File: src/rtl/core/sact_pkg.sv
`timescale 1ns / 1ps
`default_nettype none

package sact_pkg;

    // Geometry of the tag store
    localparam int SETS     = 64;
    localparam int WAYS     = 8;
    localparam int TAG_BITS = 20;

    localparam int SET_W = (SETS > 1) ? $clog2(SETS) : 1;
    localparam int AGE_W = (WAYS > 1) ? $clog2(WAYS) : 1;
    localparam int WIU_W = 4;

    // ways_in_use after reset, and the age every way starts at
    localparam logic [WIU_W-1:0] WIU_RESET = WIU_W'((WAYS < 8) ? WAYS : 8);
    localparam logic [AGE_W-1:0] AGE_RESET = AGE_W'(((WAYS < 8) ? WAYS : 8) - 1);

    typedef enum logic [1:0] {
        ACT_LOOKUP = 2'd0,
        ACT_TOUCH  = 2'd1,
        ACT_VICTIM = 2'd2,
        ACT_FILL   = 2'd3
    } t_action;

    typedef enum logic {
        ST_IDLE,
        ST_RMW
    } t_state;

    typedef struct packed {
        t_action     action;
        logic [5:0]  set_index;
        logic [2:0]  way_select;
        logic [19:0] tag_value;
    } t_in_item;

    typedef struct packed {
        logic [3:0] way_result;
        logic       found;
    } t_out_item;

    // One set: all ways side by side
    typedef struct packed {
        logic [WAYS-1:0]                valid;
        logic [WAYS-1:0][TAG_BITS-1:0]  tag;
        logic [WAYS-1:0][AGE_W-1:0]     age;
    } t_row;

    localparam int ROW_W = $bits(t_row);

endpackage

`default_nettype wire

File: src/rtl/core/sact_set_logic.sv
`timescale 1ns / 1ps
`default_nettype none

module sact_set_logic (
    input  wire sact_pkg::t_in_item       i_item,
    input  wire sact_pkg::t_row           i_row,
    input  wire logic [sact_pkg::WIU_W-1:0] i_wiu,
    output sact_pkg::t_row                o_row,
    output sact_pkg::t_out_item           o_out
);
    import sact_pkg::*;

    logic [AGE_W-1:0] ref_age;
    logic [3:0]       way;
    logic             hit;
    t_row             n_row;

    assign ref_age = i_row.age[i_item.way_select];

    // Compare all ways of the set and build the updated row
    always_comb begin
        n_row = i_row;
        way   = i_wiu;
        hit   = 1'b0;
        unique case (i_item.action)
            ACT_LOOKUP: begin
                for (int i = 0; i < WAYS; i++) begin
                    if (!hit && (WIU_W'(i) < i_wiu) && i_row.valid[i] &&
                        (i_row.tag[i] == i_item.tag_value[TAG_BITS-1:0])) begin
                        way = 4'(i);
                        hit = 1'b1;
                    end
                end
            end
            ACT_VICTIM: begin
                // first invalid way, else first way at the oldest age
                for (int i = 0; i < WAYS; i++) begin
                    if (!hit && (WIU_W'(i) < i_wiu) && !i_row.valid[i]) begin
                        way = 4'(i);
                        hit = 1'b1;
                    end
                end
                for (int i = 0; i < WAYS; i++) begin
                    if (!hit && (WIU_W'(i) < i_wiu) &&
                        (WIU_W'(i_row.age[i]) == (i_wiu - 1'b1))) begin
                        way = 4'(i);
                        hit = 1'b1;
                    end
                end
            end
            ACT_TOUCH, ACT_FILL: begin
                if (WIU_W'(i_item.way_select) < i_wiu) begin
                    // age the ways younger than the touched one
                    for (int i = 0; i < WAYS; i++) begin
                        if ((WIU_W'(i) < i_wiu) && (i_row.age[i] < ref_age)) begin
                            n_row.age[i] = i_row.age[i] + 1'b1;
                        end
                    end
                    n_row.age[i_item.way_select] = '0;
                    if (i_item.action == ACT_FILL) begin
                        n_row.valid[i_item.way_select] = 1'b1;
                        n_row.tag[i_item.way_select]   = i_item.tag_value[TAG_BITS-1:0];
                    end
                    way = 4'(i_item.way_select);
                    hit = 1'b1;
                end
            end
        endcase
    end

    assign o_row            = n_row;
    assign o_out.way_result = way;
    assign o_out.found      = hit;

endmodule

`default_nettype wire

File: config.mk
export PLATFORM = sky130hd
export DESIGN_NAME = sact_set_logic
export DESIGN_NICKNAME = d
export VERILOG_FILES = /design/src/rtl/core/sact_pkg.sv /design/src/rtl/core/sact_set_logic.sv
export SDC_FILE = /design/constraint.sdc
export NUM_CORES = 1
export LEC_CHECK = 0
export ABC_CLOCK_PERIOD_IN_PS = 5000
export BUFFER_PORTS_ARGS = -buffer_cell sky130_fd_sc_hd__buf_2
export CORE_AREA = 5 5 164 166
export DETAILED_ROUTE_END_ITERATION = 10
export DIE_AREA = 0 0 169 171
export GPL_TIMING_DRIVEN = 0
export PLACE_DENSITY_LB_ADDON = 0.2
export SYNTH_ARGS = -nofsm -noshare
export SYNTH_HDL_FRONTEND = slang
export SYNTH_SLANG_ARGS = --single-unit
File: constraint.sdc
create_clock -name vclk -period 5
set_input_delay 1 -clock vclk [all_inputs]
set_output_delay 1 -clock vclk [all_outputs]
set_load 0.005 [all_outputs]
After elaboration in Yosys (flattened, before gate mapping)
Index checks and enable logic that the tools add are counted.
{ "totals": {"inputBits": 227, "latchBits": 0, "ff_bits": 0, "mem_count": 0, "out_inout_bits": 197, "mem_bits_ro": 0, "elab_cells": 255, "ramBits": 0} }
{ "op_classes": {"multipliers": 0, "n_eq_ne": 19, "muxes": 110, "div_mod_pow": 0, "reduce_logical": 95, "n_lt_le_gt_ge": 19, "bitwise_logic": 3, "shift": 0, "add_sub_neg": 9} }
{ "op_table": {"columns": ["op", "count"], "rows": [
  ["two-way mux 192 bit", 2],
  ["two-way mux 168 bit", 1],
  ["bitwise mux 160 bit", 1],
  ["== test 20 bit", 8],
  ["two-way mux 4 bit", 25],
  ["two-way mux 3 bit", 26],
  ["logical AND 1 bit", 63],
  ["demux 20 bit (select 3 bit)", 1],
  ["two-way mux 1 bit", 48],
  ["== test 3 x 4 -> 1 bit", 8],
  ["logical NOT 1 bit", 30],
  ["adder 3 x 1 -> 3 bit (second input constant)", 8],
  ["bitwise AND 24 bit", 1],
  ["< comparator 3 bit", 8],
  ["inverter 24 bit", 1],
  ["two-way mux 20 bit", 1],
  ["< comparator 3 x 4 -> 1 bit (first input constant)", 4],
  ["one-hot mux 4 bit (3 select lines)", 1],
  ["binary-select mux 3 bit (select 3 bit)", 1],
  ["demux 3 bit (select 3 bit)", 1],
  ["< comparator 1 x 4 -> 1 bit (first input constant)", 2],
  ["< comparator 2 x 4 -> 1 bit (first input constant)", 2],
  ["OR 8 bit", 1],
  ["== test 2 bit (second input constant)", 2],
  ["9 further kinds", 9]
]} }

Depth between registers and ports, before layout
{ "depth": {"depth_word": 79, "mapped_depth": 13} }

Worst setup path before layout
No wires, ideal clock.
{ "synth_timing": {"path_type": "input port to output port", "startpoint": "in i_item[22] in the netlist's numbering", "endpoint": "out o_row[11] in the netlist's numbering", "path_buffers": 2, "path_slack_ps": 160, "path_stages": 12, "t_required_ps": 4000, "arrival_ps": 3840, "path_cell_list": "buf_2 buf_1 mux2_2 a221oi_1 a21oi_1 a21oi_1 ha_1 o21ai_0 nand2b_1 a2111oi_4 a211oi_1 a31o_2"} }
{ "synth_lines": {"columns": ["element", "line", "text"], "rows": [
  ["from (decl)", "sact_set_logic.sv:5", "input wire sact_pkg::t_in_item i_item,"],
  ["to (decl)", "sact_set_logic.sv:8", "output sact_pkg::t_row o_row,"]
]} }

==> qor.txt <==
Crit path required time: 4000 ps
GR Util met2: 49.3%
Clock group share of total power: 0%
Cell Count Post-Placement: 1578
Via count of the first global-routing pass: 8766
Effective utilization at floorplan: 27.0%
Switching power: 0.547 mW
Number of filler instances in the final layout: 2811
WP depth: 10
Critical path capture point type: output port
Delay-heaviest family, CP: buffers and inverters
Hold WC Path Type: in -> out
Site Rows: 59
Ports placed on the boundary: 424
Total global routing overflow: 0
Via Count: 8676
DRT Pass-1 Iters: 5
Layout cells sized above 1: 49.8%
Antenna violations before repair: 8
Final routed wire length divided by cell count: 27.6 um
Total setup violations reported at the end of the flow: 0
Shortest clock period the worst path allows after layout: 4910 ps
Hold Path Stages: 3
Relative contribution of combinational cells to total power: 100.0%
Antenna Violating Nets Remaining: 0
Highest ir drop seen on vdd: 0.0000498 V
Class of the most critical setup path: in -> out
Worst setup SP type: input port
Total die area: 0.0289 mm^2
Largest net degree at the start of global routing: 11
Tightest slew margin relative to the limit: 27.9%
Share of synthesized area occupied by flip-flops and latches: 0%
Net count after synthesis: 1106
Most common library cell in the layout ignoring fill and taps: buf_2
Area of the mapped netlist: 0.00688 mm^2
Clock buffer instance count of the final layout: 0
Net count, final: 1505
Most frequent cells in the layout: 425 x buf_2, 144 x mux2_2, 140 x xnor2_1
Ordered list of cells on the worst path: buf_2 > clkbuf_1 > xnor2_1 > nand4_1 > nor4_1 > and4_1 > nor3_1 > a31o_1 > o221ai_1 > buf_2
Result of the run: finished, final reports clean
Slowest stage delay, CP: 700 ps
Number of cells in the finished layout apart from fillers: 1584
Max-cap violations: 0
Timing-limited maximum frequency: 204 MHz
Smallest hold slack: 2320 ps
Slack of the critical path: 91.5 ps
Setup slack at placement: -931 ps
Fin. Hold Viols: 0
DP HPWL: 36200 um
Worst path buffer plus inverter count: 3
Total count of max-transition violations in the final report: 0
Total negative slack: 0 ps
Share of total power in sequential cells: 0%
Port Buffer Count: 394
Routing layer with the top usage in global route: met2
Yosys warnings: 0
Transition time at the pin with the least slew margin: 1080 ps
Core region area: 0.0255 mm^2
Mean instance size in the synthesized netlist: 8.11 um^2
Switching power share of the total: 56.9%
Arrival @ worst endpoint: 3910 ps
Post-synthesis cell count: 849
Slowest stage cell, crit path: clkbuf_1
Area growth from synthesis to layout: 37.1%
Global-route total usage across every layer: 27.7%
Cell seen most often among critical-path stages: buf_2
Sequential cell area: 0 um^2
DR iter-0 viols: 669
Weighted congestion reported at the end of routability-driven placement: 0.983
Peak fanout along the critical path: 10
Footprint of the multi-input gates: 0.00658 mm^2
Met3 Usage GRT: 5.48%
Overall die height: 171 um
Part of the cycle the worst path needs: 98.2%
Static Leakage: 4.01 nW
GR met1 Demand/Resource: 33.6%
Remaining DRCs: 0
Final routed wirelength across all metal layers: 43600 um
Die outline width: 169 um
Internal power: 0.414 mW
Cell variety after synth: 79
Wire length of the first global-routing pass: 59900 um
Sequential cell count: 0
Pwr dens: 102 mW/mm^2
Vias per cell: 5.48
[tightest hold or removal path: stages]
cell and delay [ps]:
buf_2 90, mux2_1 110, buf_2 110
[per-stage QoR]
step	utilization [%]	power [mW]	instance area, um^2
2_1_floorplan	-	0.516	6880
3_3_place_gp	36.4	0.926	9270
3_5_place_dp	36.4	0.929	9270
4_1_cts	36.7	0.946	9360
5_1_grt	37.0	1.03	9430
6_report	37.0	0.961	9430
[worst paths after layout]
check  startpoint         to
max     i_item[3]   o_out[3]
min     i_row[63]  o_row[63]
[power groups by stage]
stage	sequential, mW	clock, mW	combinational (mW)
after floorplan	0	0	0.516
after global placement	0	0	0.926
after detailed placement	0	0	0.929
after CTS	0	0	0.946
after global routing	0	0.0000000268	1.03
final	0	0.0000000803	0.961
[cell families (layout without fill, tap and decap cells)]
family	count (synthesis)	after routing	synth area share [%]
simple gates	266	266	22.5
xor+xnor	201	201	26.1
mux	178	178	29.2
compound gates	90	90	11.2
buf+inv	84	481	5.56
fa+ha+maj	30	30	5.45
other cells	0	3	0
[synthesized netlist by cell type, types with 4 or more instances]
| master | number | area share, % |
|---|---|---|
| a2111oi_4 | 4 | 1.6 |
| a211oi_1 | 5 | 0.55 |
| a21oi_1 | 13 | 0.95 |
| a31o_2 | 4 | 0.51 |
| and4_1 | 5 | 0.64 |
| buf_1 | 8 | 0.44 |
| buf_2 | 33 | 2.4 |
| clkbuf_1 | 25 | 1.4 |
| ha_1 | 30 | 5.5 |
| inv_1 | 13 | 0.71 |
| mux2_1 | 19 | 3.1 |
| mux2_2 | 144 | 24 |
| mux2i_1 | 13 | 1.9 |
| nand2_1 | 36 | 2.0 |
| nand2b_1 | 21 | 1.9 |
| nand3_1 | 19 | 1.4 |
| nand4_1 | 43 | 3.9 |
| nand4b_1 | 10 | 1.3 |
| nor2_1 | 47 | 2.6 |
| nor2b_1 | 8 | 0.73 |
| nor3_1 | 16 | 1.2 |
| nor4_1 | 25 | 2.3 |
| o21ai_0 | 13 | 0.95 |
| o221ai_1 | 4 | 0.51 |
| or4_1 | 6 | 0.65 |
| xnor2_1 | 140 | 18 |
| xor2_1 | 58 | 7.4 |
[metal layers]
layer  part of all wire, %  routed length [um]
met1                    39               17000
met3                   7.7                3370
met2                    50               21600
met5                 0.096                  42
met4                   3.7                1610
[layout make-up]
| cell class | instances | share of cell area (%) |
|---|---|---|
| repair buffers | 397 | 21.3 |
| plain buffers | 71 | 3.85 |
| inverters | 13 | 0.557 |
| diodes | 3 | 0.0796 |
| well taps | 335 | 4.44 |
| multi-input cells | 765 | 69.8 |
[what timing repair did]
item,4_1_cts,5_1_grt
pin swaps,2,8
endpoints found under the setup margin,26,35
resized for setup,16,12
buffers inserted,1,2
hold buffers,0,0
Note: power is estimated with default switching activity, not from simulation.
